### src/hw/rtl/pva_pkg.sv
package pva_pkg;

   // request kinds
   localparam logic [1:0] REQ_VOTE    = 2'd0;
   localparam logic [1:0] REQ_RELEASE = 2'd1;
   localparam logic [1:0] REQ_STATUS  = 2'd2;

   // result codes
   localparam logic [2:0] RES_OK         = 3'd0;
   localparam logic [2:0] RES_BAD_USER   = 3'd1;
   localparam logic [2:0] RES_LINK_DOWN  = 3'd2;
   localparam logic [2:0] RES_VOTE_MAX   = 3'd3;
   localparam logic [2:0] RES_ERR_STATUS = 3'd4;
   localparam logic [2:0] RES_NO_VOTE    = 3'd5;
   localparam logic [2:0] RES_BAD_STATUS = 3'd6;

   // control register indexes
   localparam logic [1:0] CSR_ERROR_CODE = 2'd0;
   localparam logic [1:0] CSR_GPIO_USER  = 2'd1;
   localparam logic [1:0] CSR_I2C_USER   = 2'd2;

   // limits
   localparam logic [7:0]  VOTE_MAX     = 8'hFF;
   localparam logic [10:0] TOTAL_MAX    = 11'h7FF;
   localparam logic [31:0] CNT_MAX      = 32'hFFFF_FFFF;
   localparam logic [4:0]  STATUS_COUNT = 5'd8;

   // reset values of the control registers
   localparam logic [3:0] ERROR_CODE_RST = 4'd3;
   localparam logic [2:0] GPIO_USER_RST  = 3'd0;
   localparam logic [2:0] I2C_USER_RST   = 3'd1;

   typedef struct packed {
      logic [1:0]  req_type;
      logic [3:0]  user_index;
      logic        link_ok;
      logic [3:0]  status_code;
      logic [31:0] now_ms;
   } req_payload_type;

   typedef struct packed {
      logic [2:0]  result_code;
      logic        l0_request_pulse;
      logic        l0_release_pulse;
      logic        recovery_done_pulse;
      logic [10:0] total_votes;
      logic [31:0] gpio_uses;
      logic [31:0] i2c_uses;
      logic [31:0] l0_held_ms;
   } rsp_payload_type;

endpackage

### src/hw/rtl/power_vote_aggregator_unit.sv
// Reference-counted power vote. Each user holds an 8-bit vote count in a small
// synchronous memory (registered read); the running total, system status,
// usage counters and L0 hold timer live in registers. Every beat yields exactly
// one response beat. An item is handled in an accept and an execute step: the
// accept edge reads the user's count from the vote memory; the execute edge,
// taken once the response register is free, writes it back and loads the
// response register, and no new item is taken until then. The vote memory needs
// no clearing pass: a per-user valid bit, cleared by reset, makes an unwritten
// entry read as zero. The csr port is always ready, but control registers are
// to be written only while no item is in flight, as an item in execution sees
// the new value; writes to an unknown index are dropped.
module power_vote_aggregator_unit
   import pva_pkg::*;
#(
   parameter int USERS = 8
) (
   input  logic            clock,
   input  logic            reset,
   input  logic            req_valid,
   output logic            req_ready,
   input  req_payload_type req_payload,
   output logic            rsp_valid,
   input  logic            rsp_ready,
   output rsp_payload_type rsp_payload,
   input  logic            csr_valid,
   output logic            csr_ready,
   input  logic [1:0]      csr_index,
   input  logic [3:0]      csr_data
);

   localparam int IDX_W = $clog2(USERS);
   localparam logic [4:0] USERS_LIM = 5'(USERS);

   localparam logic ST_IDLE = 1'b0;
   localparam logic ST_EXEC = 1'b1;

   // vote memory and per-entry valid bits
   logic [7:0]       vote_mem [USERS];
   logic [7:0]       rd_data_ff;
   logic [USERS-1:0] vote_valid_ff, vote_valid_in;

   // control state
   logic state_ff, state_in;
   logic rsp_valid_ff, rsp_valid_in;
   req_payload_type item_ff;
   logic [31:0] held_diff_ff;
   rsp_payload_type rsp_payload_ff, rsp_payload_in;

   // block state
   logic [10:0] total_ff, total_in;
   logic [3:0]  status_ff, status_in;
   logic        held_ff, held_in;
   logic [31:0] start_ff, start_in;
   logic [31:0] gpio_ff, gpio_in;
   logic [31:0] i2c_ff, i2c_in;
   logic [31:0] l0_time_ff, l0_time_in;

   // control registers
   logic [3:0] err_code_ff;
   logic [2:0] gpio_user_ff;
   logic [2:0] i2c_user_ff;

   logic             req_fire;
   logic             exec_fire;
   logic [IDX_W-1:0] req_idx;
   logic [IDX_W-1:0] item_idx;
   logic             in_range;
   logic [7:0]       cur_votes;
   logic [7:0]       new_votes;
   logic             mem_we;
   logic [32:0]      held_sum;

   assign req_ready = (state_ff == ST_IDLE);
   assign req_fire  = req_valid && req_ready;
   assign exec_fire = (state_ff == ST_EXEC) && (!rsp_valid_ff || rsp_ready);
   assign req_idx   = req_payload.user_index[IDX_W-1:0];
   assign item_idx  = item_ff.user_index[IDX_W-1:0];
   assign in_range  = ({1'b0, item_ff.user_index} < USERS_LIM);
   assign cur_votes = (in_range && vote_valid_ff[item_idx]) ? rd_data_ff : 8'd0;
   assign held_sum  = {1'b0, l0_time_ff} + {1'b0, held_diff_ff};

   assign csr_ready   = 1'b1;
   assign rsp_valid   = rsp_valid_ff;
   assign rsp_payload = rsp_payload_ff;

   // vote memory: read on accept, write back on execute
   always_ff @(posedge clock) begin
      if (req_fire) begin
         rd_data_ff <= vote_mem[req_idx];
      end
      if (mem_we) begin
         vote_mem[item_idx] <= new_votes;
      end
   end

   // item capture; the hold time is taken at accept while the start mark is stable
   always_ff @(posedge clock) begin
      if (req_fire) begin
         item_ff      <= req_payload;
         held_diff_ff <= req_payload.now_ms - start_ff;
      end
   end

   // item execution
   always_comb begin
      state_in       = state_ff;
      rsp_valid_in   = rsp_valid_ff;
      rsp_payload_in = rsp_payload_ff;
      total_in       = total_ff;
      status_in      = status_ff;
      held_in        = held_ff;
      start_in       = start_ff;
      gpio_in        = gpio_ff;
      i2c_in         = i2c_ff;
      l0_time_in     = l0_time_ff;
      vote_valid_in  = vote_valid_ff;
      new_votes      = cur_votes;
      mem_we         = 1'b0;

      if (rsp_valid_ff && rsp_ready) begin
         rsp_valid_in = 1'b0;
      end
      if (req_fire) begin
         state_in = ST_EXEC;
      end

      if (exec_fire) begin
         state_in                           = ST_IDLE;
         rsp_valid_in                       = 1'b1;
         rsp_payload_in.result_code         = RES_OK;
         rsp_payload_in.l0_request_pulse    = 1'b0;
         rsp_payload_in.l0_release_pulse    = 1'b0;
         rsp_payload_in.recovery_done_pulse = 1'b0;

         case (item_ff.req_type)
            REQ_VOTE: begin
               if (!in_range) begin
                  rsp_payload_in.result_code = RES_BAD_USER;
               end else begin
                  // usage counting happens before the remaining checks
                  if (item_ff.user_index[2:0] == gpio_user_ff
                      && item_ff.user_index[3] == 1'b0) begin
                     if (gpio_ff != CNT_MAX) begin
                        gpio_in = gpio_ff + 32'd1;
                     end
                  end else if (item_ff.user_index[2:0] == i2c_user_ff
                               && item_ff.user_index[3] == 1'b0) begin
                     if (i2c_ff != CNT_MAX) begin
                        i2c_in = i2c_ff + 32'd1;
                     end
                  end

                  if (!item_ff.link_ok) begin
                     rsp_payload_in.result_code = RES_LINK_DOWN;
                  end else if (cur_votes == VOTE_MAX || total_ff == TOTAL_MAX) begin
                     rsp_payload_in.result_code = RES_VOTE_MAX;
                  end else if (status_ff == err_code_ff) begin
                     rsp_payload_in.result_code = RES_ERR_STATUS;
                  end else begin
                     rsp_payload_in.l0_request_pulse = (total_ff == 11'd0);
                     new_votes               = cur_votes + 8'd1;
                     mem_we                  = 1'b1;
                     vote_valid_in[item_idx] = 1'b1;
                     total_in                = total_ff + 11'd1;
                     held_in                 = 1'b1;
                     start_in                = item_ff.now_ms;
                  end
               end
            end
            REQ_RELEASE: begin
               if (!in_range) begin
                  rsp_payload_in.result_code = RES_BAD_USER;
               end else if (cur_votes == 8'd0) begin
                  rsp_payload_in.result_code = RES_NO_VOTE;
               end else begin
                  new_votes               = cur_votes - 8'd1;
                  mem_we                  = 1'b1;
                  vote_valid_in[item_idx] = 1'b1;
                  if (total_ff != 11'd0) begin
                     total_in = total_ff - 11'd1;
                  end
                  if (total_in == 11'd0) begin
                     rsp_payload_in.l0_release_pulse    = 1'b1;
                     rsp_payload_in.recovery_done_pulse = (status_ff == err_code_ff);
                  end
                  // close the hold interval, saturating
                  if (held_ff) begin
                     held_in    = 1'b0;
                     l0_time_in = held_sum[32] ? CNT_MAX : held_sum[31:0];
                  end
               end
            end
            REQ_STATUS: begin
               if ({1'b0, item_ff.status_code} >= STATUS_COUNT) begin
                  rsp_payload_in.result_code = RES_BAD_STATUS;
               end else begin
                  status_in = item_ff.status_code;
               end
            end
            default: begin
            end
         endcase

         rsp_payload_in.total_votes = total_in;
         rsp_payload_in.gpio_uses   = gpio_in;
         rsp_payload_in.i2c_uses    = i2c_in;
         rsp_payload_in.l0_held_ms  = l0_time_in;
      end
   end

   // response payload
   always_ff @(posedge clock) begin
      rsp_payload_ff <= rsp_payload_in;
   end

   // control and block state
   always_ff @(posedge clock) begin
      if (reset) begin
         state_ff      <= ST_IDLE;
         rsp_valid_ff  <= 1'b0;
         vote_valid_ff <= '0;
         total_ff      <= 11'd0;
         status_ff     <= 4'd0;
         held_ff       <= 1'b0;
         start_ff      <= 32'd0;
         gpio_ff       <= 32'd0;
         i2c_ff        <= 32'd0;
         l0_time_ff    <= 32'd0;
      end else begin
         state_ff      <= state_in;
         rsp_valid_ff  <= rsp_valid_in;
         vote_valid_ff <= vote_valid_in;
         total_ff      <= total_in;
         status_ff     <= status_in;
         held_ff       <= held_in;
         start_ff      <= start_in;
         gpio_ff       <= gpio_in;
         i2c_ff        <= i2c_in;
         l0_time_ff    <= l0_time_in;
      end
   end

   // control register writes
   always_ff @(posedge clock) begin
      if (reset) begin
         err_code_ff  <= ERROR_CODE_RST;
         gpio_user_ff <= GPIO_USER_RST;
         i2c_user_ff  <= I2C_USER_RST;
      end else if (csr_valid && csr_ready) begin
         case (csr_index)
            CSR_ERROR_CODE: err_code_ff  <= csr_data;
            CSR_GPIO_USER:  gpio_user_ff <= csr_data[2:0];
            CSR_I2C_USER:   i2c_user_ff  <= csr_data[2:0];
            default: begin
            end
         endcase
      end
   end

endmodule

### config.mk
export PLATFORM = sky130hd
export DESIGN_NAME = power_vote_aggregator_unit
export DESIGN_NICKNAME = d
export VERILOG_FILES = /design/src/hw/rtl/pva_pkg.sv /design/src/hw/rtl/power_vote_aggregator_unit.sv
export SDC_FILE = /design/constraint.sdc
export NUM_CORES = 1
export LEC_CHECK = 0
export BUFFER_PORTS_ARGS = -buffer_cell sky130_fd_sc_hd__buf_2
export CAP_MARGIN = 10
export CORE_ASPECT_RATIO = 0.75
export CORE_MARGIN = 4
export CORE_UTILIZATION = 25
export DETAILED_ROUTE_END_ITERATION = 8
export GPL_ROUTABILITY_DRIVEN = 0
export SYNTH_ARGS = -nofsm -noshare
export SYNTH_HDL_FRONTEND = slang
export SYNTH_SLANG_ARGS = --single-unit
export TNS_END_PERCENT = 20
### constraint.sdc
create_clock -name clock -period 15.67 [get_ports clock]
set_clock_uncertainty 0.15 [all_clocks]
set_input_delay 1.567 -clock clock [delete_from_list [all_inputs] [get_ports clock]]
set_output_delay 1.567 -clock clock [all_outputs]
set_load 0.02 [all_outputs]
## After elaboration in Yosys (flattened, before gate mapping)

Memories as Yosys holds them, arrays and structs flattened. A register that Yosys moved wholly into a read port is not among the register bits.
Index checks and enable logic that the tools add are counted.

| word-level totals | value |
|---|---|
| bits in registers | 352 |
| RAM bits | 64 |
| memories | 1 |
| bits of input ports | 54 |
| output and inout bits | 116 |

Memory list:

| memory | depth | width | read ports | clocked after Yosys merged registers in | wr ports | line | RTL |
|---|---|---|---|---|---|---|---|
| vote_mem | 8 | 8 | 1 | 1 | 1 | power_vote_aggregator_unit.sv:38 | `logic [7:0] vote_mem [USERS];` |

| cells by class | value |
|---|---|
| multiplexer cells | 74 |
| add/sub/neg operators | 8 |
| bitwise gates (word level) | 11 |
| equality and inequality tests | 17 |
| $lt $le $gt $ge | 4 |
| reductions and logical operators | 28 |

Operators with widths:

| kind | count |
|---|---|
| 32-bit two-way mux | 14 |
| 11-bit two-way mux | 11 |
| 8-bit two-way mux | 14 |
| 32-bit by 1-bit adder with 32-bit output, second input constant | 2 |
| 32-bit inequality test, second input constant | 2 |
| 32-bit by 32-bit adder with 33-bit output | 1 |
| 8-bit one-hot mux with 2 select lines | 2 |
| 32-bit subtractor | 1 |
| 11-bit logical NOT | 2 |
| 11-bit one-hot mux with 2 select lines | 1 |
| 3-bit two-way mux | 7 |
| 1-bit two-way mux | 19 |
| 2-bit inequality test, second input constant | 6 |
| 11-bit by 1-bit adder with 11-bit output, second input constant | 1 |
| 11-bit equality test, second input constant | 1 |
| 11-bit nonzero test | 1 |
| 11-bit by 1-bit subtractor with 11-bit output, second input constant | 1 |
| 1-bit NOT | 10 |
| 3-bit one-hot mux with 3 select lines | 1 |
| 8-bit by 1-bit adder with 8-bit output, second input constant | 1 |
| 8-bit equality test, second input constant | 1 |
| 8-bit logical NOT | 1 |
| 8-bit bitwise OR | 1 |
| 8-bit AND reduction | 1 |
| other kinds (25) | 40 |

## Logic depth before layout (Yosys ltp)

Gate-level depths: netlist (run 1).

| logic depth | value |
|---|---|
| depth in word-level cells | 13 |
| depth in mapped cells | 17 |
| gate-level depth less buffers | 14 |

## Least setup slack after synthesis (run 1)

Ideal clock, no wire load.

| timing | value |
|---|---|
| path kind | input port to flip-flop |
| start point | input rsp_ready |
| end point | register rsp_payload_ff (netlist bit rsp_payload[0]), enable pin |
| cell stages on the path | 5 |
| slack | 9.428 ns |
| arrival | 5.571 ns |
| library setup time | 0.521 ns |
| cells stage by stage | nand2b_1 nand2_1 clkinv_1 clkbuf_1 buf_1 |

| between the ends | value |
|---|---|
| word-level cells in the longest chain between the ends | 2 |

RTL lines:

| item | line | RTL |
|---|---|---|
| start, declared | power_vote_aggregator_unit.sv:23 | `input logic rsp_ready,` |
| 1-bit logical OR | power_vote_aggregator_unit.sv:75 | `assign exec_fire = (state_ff == ST_EXEC) && (!rsp_valid_ff \|\| rsp_ready);` |
| 1-bit logical AND | power_vote_aggregator_unit.sv:75 |  |
| named net exec_fire | power_vote_aggregator_unit.sv:64 | `logic exec_fire;` |
| end signal, assigned | power_vote_aggregator_unit.sv:213 | `rsp_payload_ff <= rsp_payload_in;` |
| end, declared | power_vote_aggregator_unit.sv:47 | `rsp_payload_type rsp_payload_ff, rsp_payload_in;` |

The timed path passes the listed nets, and every way through them passes these cells.
A chain may end at the register's enable or synchronous reset.

## Worst setup path after layout (run 1)

| timing | value |
|---|---|
| start point | register item_ff[37] in the netlist's numbering |
| end point | memory vote_mem[0][0], enable pin |

| between the ends | value |
|---|---|
| word-level cells in the longest chain between the ends | 13 |
| elaborated cells between the ends (all ways) | 17 |
| classes of those cells | order compare: 1; eq/ne: 1; mux: 12; reduce/logical: 3 |

RTL lines:

| item | line | RTL |
|---|---|---|
| start, declared | power_vote_aggregator_unit.sv:45 | `req_payload_type item_ff;` |
| start signal, assigned | power_vote_aggregator_unit.sv:99 | `item_ff <= req_payload;` |
| 1-bit binary-select mux with 3-bit select | power_vote_aggregator_unit.sv:79 | `assign cur_votes = (in_range && vote_valid_ff[item_idx]) ? rd_data_ff : 8'd0;` |
| 1-bit two-way mux (not written as such) | power_vote_aggregator_unit.sv:79 |  |
| 1-bit logical AND | power_vote_aggregator_unit.sv:79 |  |
| 8-bit two-way mux | power_vote_aggregator_unit.sv:79 |  |
| 8-bit equality test | power_vote_aggregator_unit.sv:155 | `end else if (cur_votes == VOTE_MAX \|\| total_ff == TOTAL_MAX) begin` |
| 1-bit logical OR | power_vote_aggregator_unit.sv:155 |  |
| 1-bit two-way mux | power_vote_aggregator_unit.sv:155 |  |
| 1-bit two-way mux | power_vote_aggregator_unit.sv:153 | `if (!item_ff.link_ok) begin` |
| 1-bit two-way mux | power_vote_aggregator_unit.sv:137 | `if (!in_range) begin` |
| 1-bit one-hot mux with 2 select lines | power_vote_aggregator_unit.sv:135 | `case (item_ff.req_type)` |
| 1-bit two-way mux | power_vote_aggregator_unit.sv:127 | `if (exec_fire) begin` |
| 1-bit two-way mux | power_vote_aggregator_unit.sv:91 | `if (mem_we) begin` |
| 1-bit two-way mux (not written as such) | power_vote_aggregator_unit.sv:92 | `vote_mem[item_idx] <= new_votes;` |
| end, declared | power_vote_aggregator_unit.sv:38 |  |

Parallel ways exist; a longest one is shown, timed or not. The select of a mux whose other input is x is not followed.

==> run summary, run 1 <==
=====================================================================================
Final Hold Vio Count                                                                0
Die Ht                                                                         258 um
Setup Buffers After CTS                                                             0
Clk root buf                                                                clkbuf_16
Insertion delay to the later sink of the worst-skew pair                      0.60 ns
Leakage Power                                                              0.00870 uW
Net count of the mapped netlist                                                  2059
Die ar.                                                                    88000 um^2
Antenna Nets Post-Route                                                             0
Number of standard-cell rows in the floorplan                                      91
Most frequent standard cell in the layout excluding fill and tap cells         nor2_1
Post-route cell area                                                       24400 um^2
Count of hold buffers inserted by post-cts repair                                   0
Post-DP HPWL                                                                  37.9 mm
Ports                                                                             170
Via count of the first global-routing pass                                      14075
Class of the worst hold path                                                  reg2reg
Unrepaired setup endpoints after global routing                                 false
Global-route wire length before repair                                        85.0 mm
Arrival time of the worst setup path                                          5.06 ns
Maximum count of clock buffers along a single path                                  3
Post-Place Cell Area                                                       22800 um^2
Critical Path Fanout Max                                                           16
Post-synthesis sequential element count                                           424
Synth Area per Inst                                                         10.8 um^2
Max-cap violations                                                                  0
Gate count after technology mapping                                              1934
Via count                                                                       14945
Highest achievable clock rate                                               0.199 GHz
Maximum number of pins on one net before global-route repair                       91
Worst vdd rail ir drop                                                        82.3 uV
Number of nets in the layout                                                     2197
Clock-pin slew on the worst setup and hold paths                              0.07 ns
Post-layout power                                                             2620 uW
Overall die width                                                              341 um
Area inside the core boundary                                              82300 um^2
Launching element type of the critical path                                 flip-flop
Overall global routing resource usage                                           0.122
Run status                                                               complete, no violations
CTS tree                                                                        built
Drt drc                                                                             0
Area used by multi-input combinational logic                                9100 um^2
Total global routing overflow                                                       0
Number of enable-type register cells in the synthesized netlist                   260
Drt via density                                                                  4.63
Number of antenna violations at the first check in global routing                   4
Data required time at the worst endpoint                                     15.72 ns
Element type at the critical path end                                       flip-flop
PwrDens                                                                   107 nW/um^2
Resize count post-CTS                                                               0
Post-synthesis sequential area ratio                                            0.533
Length of the first detailed-routing pass in iterations                             5
Post-synth cell types                                                              87
Setup Viol. Count Final                                                             0
Netlist Area Pre-Place                                                     20800 um^2
Count of routing violations after the opening detailed-route iteration           1158
Number of buffer cells added on primary ports                                     168
Type of the worst setup path                                                  reg2reg
H-tree level count                                                                  2
Count of warnings emitted by yosys                                                  0
Fillers                                                                          8512
Number of CTS-inserted buffers                                                     46
Share of the cycle needed by the critical path after routing                    0.320
Detailed-route wire length                                                    54.8 mm
Average wire length per cell after detail routing                             17.0 um
Storage element area                                                       11100 um^2
Starting utilization of the core area                                           0.253
Area growth from synthesis to layout                                            17.2%
Tightest slew margin relative to the limit                                      0.205
Dominant register cell in the synthesized netlist                            edfxtp_1
Final slew viol count                                                               0
Fraction of registers with async set or reset after synthesis                       0
Setup TNS                                                                        0 ns
Share of cells above drive strength 1                                           0.155
Clk sinks                                                                         424
Most frequent cells in the layout                                        nor2_1, edfxtp_1, buf_2
Final worst path period need                                                  5.01 ns
Actual transition at the worst max-transition pin                             1.18 ns
=====================================================================================
stage by stage:
stage	worst slack (ns)	util	hold WS (ns)	std cells
floorplan	9.43	-	0.281	1934
global placement	10.74	0.277	0.303	3139
detailed placement	10.61	0.277	0.309	3139
CTS	10.59	0.296	0.333	3225
global route	10.22	0.296	0.359	3226
finish	10.66	0.296	0.331	3227
synthesized netlist by cell type (10+ instances only):
cell type / instances / area share
nand2_1: 105 / 0.019
buf_2: 17 / 0.0041
and3_1: 28 / 0.0084
nor2b_1: 13 / 0.0039
and2_1: 17 / 0.0051
and4_1: 12 / 0.0051
nor3_1: 45 / 0.011
ha_1: 69 / 0.041
a21o_1: 30 / 0.011
nand4_1: 35 / 0.011
nand2b_1: 16 / 0.0048
o21ai_0: 64 / 0.015
mux2_2: 11 / 0.0060
o21a_1: 10 / 0.0036
a31oi_1: 15 / 0.0045
clkbuf_1: 66 / 0.012
mux4_2: 18 / 0.019
xor2_1: 99 / 0.042
xnor2_1: 91 / 0.038
a211oi_1: 36 / 0.013
mux2i_1: 41 / 0.020
nor2_1: 271 / 0.049
dfxtp_1: 164 / 0.16
a21oi_1: 114 / 0.027
inv_1: 60 / 0.011
nand3_1: 57 / 0.014
edfxtp_1: 260 / 0.38
or3_1: 23 / 0.0069
cell type report:
cell class | instances | share of cell area
flip-flops and latches | 424 | 0.455
well taps | 1116 | 0.0572
diodes | 1 | 0.000103
inverters | 61 | 0.00959
clock inverters | 27 | 0.0135
multi-input cells | 1355 | 0.373
repair buffers | 184 | 0.0395
clock buffers | 59 | 0.0521
path summary, 6_finish.rpt:
kind,startpoint,endpoint,slack (ns),cells after the start
setup / recovery,item_ff[37]$_DFFE_PP_,vote_mem[0][0]$_DFFE_PP_,10.66,13
hold / removal,item_ff[17]$_DFFE_PP_,start_ff[17]$_SDFFE_PP0P_,0.33,2
setup reg to reg,item_ff[37]$_DFFE_PP_,vote_mem[0][0]$_DFFE_PP_,10.66,13
hold reg to reg,item_ff[17]$_DFFE_PP_,start_ff[17]$_SDFFE_PP0P_,0.33,2
where the power goes:
| part | total, uW | switching, uW | internal, uW |
|---|---|---|---|
| logic | 204 | 136 | 67.7 |
| clock network | 1160 | 483 | 680 |
| registers | 1250 | 25.2 | 1220 |
cell families (layout without fill, tap and decap cells):
group / after synthesis / in the layout / synth area share
simple gates: 674 / 674 / 0.158
flops: 424 / 424 / 0.533
compound gates: 348 / 348 / 0.109
xor+xnor: 190 / 190 / 0.0800
buf+inv: 155 / 331 / 0.0302
fa+ha+maj: 71 / 71 / 0.0434
mux: 71 / 71 / 0.0462
other cells: 1 / 2 / 0.000180
critical path, stage by stage, from the launching register on:
cell and delay [ns]:
edfxtp_1 0.60, mux4_2 0.59, mux2i_4 0.22, nor2_2 0.18, nand2_1 0.15, inv_1 0.10
ha_1 0.23, nand4_1 0.10, nor2_1 0.07, a2111oi_2 0.35, buf_4 0.23, nand2_1 0.41
a21o_1 0.34, nor4_2 0.89
sequential cells by signal, summed over array words and instances, names as in the netlist, 4 cells and up:
signal and count:
held_diff_ff 32, start_ff 32, status_ff 4, vote_mem 64, i2c_ff 32, gpio_ff 32, l0_time_ff 32, vote_valid_ff 8
item_ff 43, rsp_payload 113, rd_data_ff 8, total_ff 11, err_code_ff 4
routing by layer:
layer  routed length, um  GRT usage
met4                 697     0.0222
met2               22100      0.171
met5                   0          0
met1               27900      0.188
met3                4100     0.0327
No activity file was read; power rests on OpenSTA's default activity.
==> run 2: changes to the inputs <==
==> constraint.sdc (replaced) <==
create_clock -name clock -period 4.4 [get_ports clock]
set_clock_uncertainty 0.15 [all_clocks]
set_input_delay 0.44 -clock clock [delete_from_list [all_inputs] [get_ports clock]]
set_output_delay 0.44 -clock clock [all_outputs]
set_load 0.02 [all_outputs]
==> run 2 against run 1 <==
Compared with the run above:
- global-route usage hardly changed
- core utilization rose by 0.80 points
- sequential cell count is the same
- die area is the same
- non-clock buffer count up 73
- worst setup slack lost 10 ns
- sequential share of layout area decreased by 1.2 points
- critical path depth decreased by 2
- total power grew to 3.5 times the previous value
- first-iteration DRC count increased by 3.7%
- critical endpoint is now l0_time_ff[21]$_SDFFE_PP0P_
- largest power group unchanged
==> run summary, run 2 (synthesis results as in run 1) <==
=====================================================================================
Total global routing overflow                                                       0
Class of the worst hold path                                                   in2reg
Length of the first detailed-routing pass in iterations                             5
Crit path buffers/inverters                                                         0
Worst-case setup slack after placement                                       0.327 ns
Global-route wire length before repair                                        85.5 mm
Via count of the first global-routing pass                                      14303
Maximum number of pins on one net before global-route repair                      101
Dominant delay contributor by cell family on the critical path           compound AO/OA/AOI/OAI gates
Area inside the core boundary                                              82300 um^2
Unrepaired setup endpoints after global routing                                 false
Launching element type of the critical path                                 flip-flop
Overall die width                                                              341 um
Final WS setup                                                               0.365 ns
Detailed-route wire length                                                    55.1 mm
Drt drc                                                                             0
Data required time at the worst endpoint                                      4.69 ns
H-tree level count                                                                  2
Cell at the slowest stage of the critical path                                 a31o_2
Drt via density                                                                  4.60
Final worst path period need                                                  4.04 ns
Most frequent standard cell in the layout excluding fill and tap cells         nor2_1
Run status                                                               complete, no violations
Share of cells above drive strength 1                                           0.160
Tightest slew margin relative to the limit                                      0.347
Number of buffer cells added on primary ports                                     168
PwrDens                                                                   368 nW/um^2
Die ar.                                                                    88000 um^2
Ports                                                                             170
Post-DP HPWL                                                                  38.1 mm
Cell-by-cell trace of the critical path                                  ha_1 > fa_1 > a211oi_1 > nor2_1 > o41a_1 > a21oi_2 > o21ai_0 > a311o_1 > a31o_2 > nor2_4 > a211oi_1
Maximum count of clock buffers along a single path                                  3
Count of routing violations after the opening detailed-route iteration           1201
Starting utilization of the core area                                           0.253
Clk root buf                                                                clkbuf_16
Number of standard-cell rows in the floorplan                                      91
Worst hold slack                                                            0.0789 ns
Die Ht                                                                         258 um
Leakage Power                                                              0.00900 uW
Most frequent cells in the layout                                        nor2_1, edfxtp_1, buf_2
Max-cap violations                                                                  0
Cell mode on critical path                                                   a211oi_1
Setup Viol. Count Final                                                             0
Actual transition at the worst max-transition pin                            0.964 ns
Share of the cycle needed by the critical path after routing                    0.917
Arrival time of the worst setup path                                          4.33 ns
Clock-pin slew on the worst setup and hold paths                              0.06 ns
Clk sinks                                                                         424
Worst vdd rail ir drop                                                         239 uV
Via count                                                                       15166
Area growth from synthesis to layout                                            20.4%
Element type at the critical path end                                       flip-flop
Final Hold Vio Count                                                                0
Setup Buffers After CTS                                                             0
Fillers                                                                          8418
Highest achievable clock rate                                               0.248 GHz
Number of CTS-inserted buffers                                                     45
Antenna Nets Post-Route                                                             0
Type of the worst setup path                                                  reg2reg
Post-layout power                                                             9220 uW
Overall global routing resource usage                                           0.123
Antenna fix cells                                                                   0
Largest stage delay on the critical path                                      0.45 ns
Average wire length per cell after detail routing                             16.7 um
Setup TNS                                                                        0 ns
Critical Path Fanout Max                                                           22
CTS tree                                                                        built
Number of antenna violations at the first check in global routing                   3
Number of nets in the layout                                                     2269
Number of flip-flops in the largest register                                      113
Final core utilization                                                          0.304
Final slew viol count                                                               0
Insertion delay to the later sink of the worst-skew pair                      0.62 ns
=====================================================================================
[run 2: changes by cell type in the layout (fill, tap and decap cells not counted), sizes merged]
cell,change
diode,-1
inv,-4
clkinvlp,+3
clkinv,+7
dlygate4sd3,+46
buf,+27
clkbuf,-8
[run 2: worst paths after layout]
path / startpoint / slack [ns] / endpoint / depth (start not counted)
max: held_diff_ff[0]$_DFFE_PP_ / 0.36 / l0_time_ff[21]$_SDFFE_PP0P_ / 11
min: req_payload[39] / 0.08 / item_ff[39]$_DFFE_PP_ / 1
max reg2reg: held_diff_ff[0]$_DFFE_PP_ / 0.36 / l0_time_ff[21]$_SDFFE_PP0P_ / 11
min reg2reg: item_ff[2]$_DFFE_PP_ / 0.32 / start_ff[2]$_SDFFE_PP0P_ / 2
[run 2: power breakdown]
group | leakage, uW | switching [uW] | total [uW] | internal [uW]
sequential | 0.00377 | 81.0 | 4440 | 4360
combinational | 0.00449 | 504 | 780 | 275
clock | 0.000738 | 1710 | 4000 | 2280
[run 2: what timing repair did]
item | in CTS | in global routing
hold buffers | 46 | 0
gates resized for setup | 0 | 1
endpoints found under the setup margin | 0 | 8
hold endpoints to repair | 50 | 0
[run 2: metrics by stage]
step	instances	instance area, um^2
after floorplan	1934	20800
after detailed placement	3167	23000
after CTS	3297	25000
final	3297	25000
after global routing	3297	25000
after global placement	3167	23000
[run 2: per-layer routing]
| metal | GRT usage | part of all wire |
|---|---|---|
| met1 | 0.193 | 0.52 |
| met4 | 0.0248 | 0.014 |
| met3 | 0.0266 | 0.072 |
| met2 | 0.171 | 0.40 |
| met5 | 0 | 0 |
[run 2: area by class of cell]
cell class / instances / area [um^2] / share of cell area
well taps: 1116 / 1400 / 0.0557
inverters: 61 / 234 / 0.00934
clock buffers: 51 / 1170 / 0.0467
multi-input cells: 1355 / 9110 / 0.364
flip-flops and latches: 424 / 11100 / 0.443
clock inverters: 33 / 372 / 0.0148
repair buffers: 257 / 1680 / 0.0671
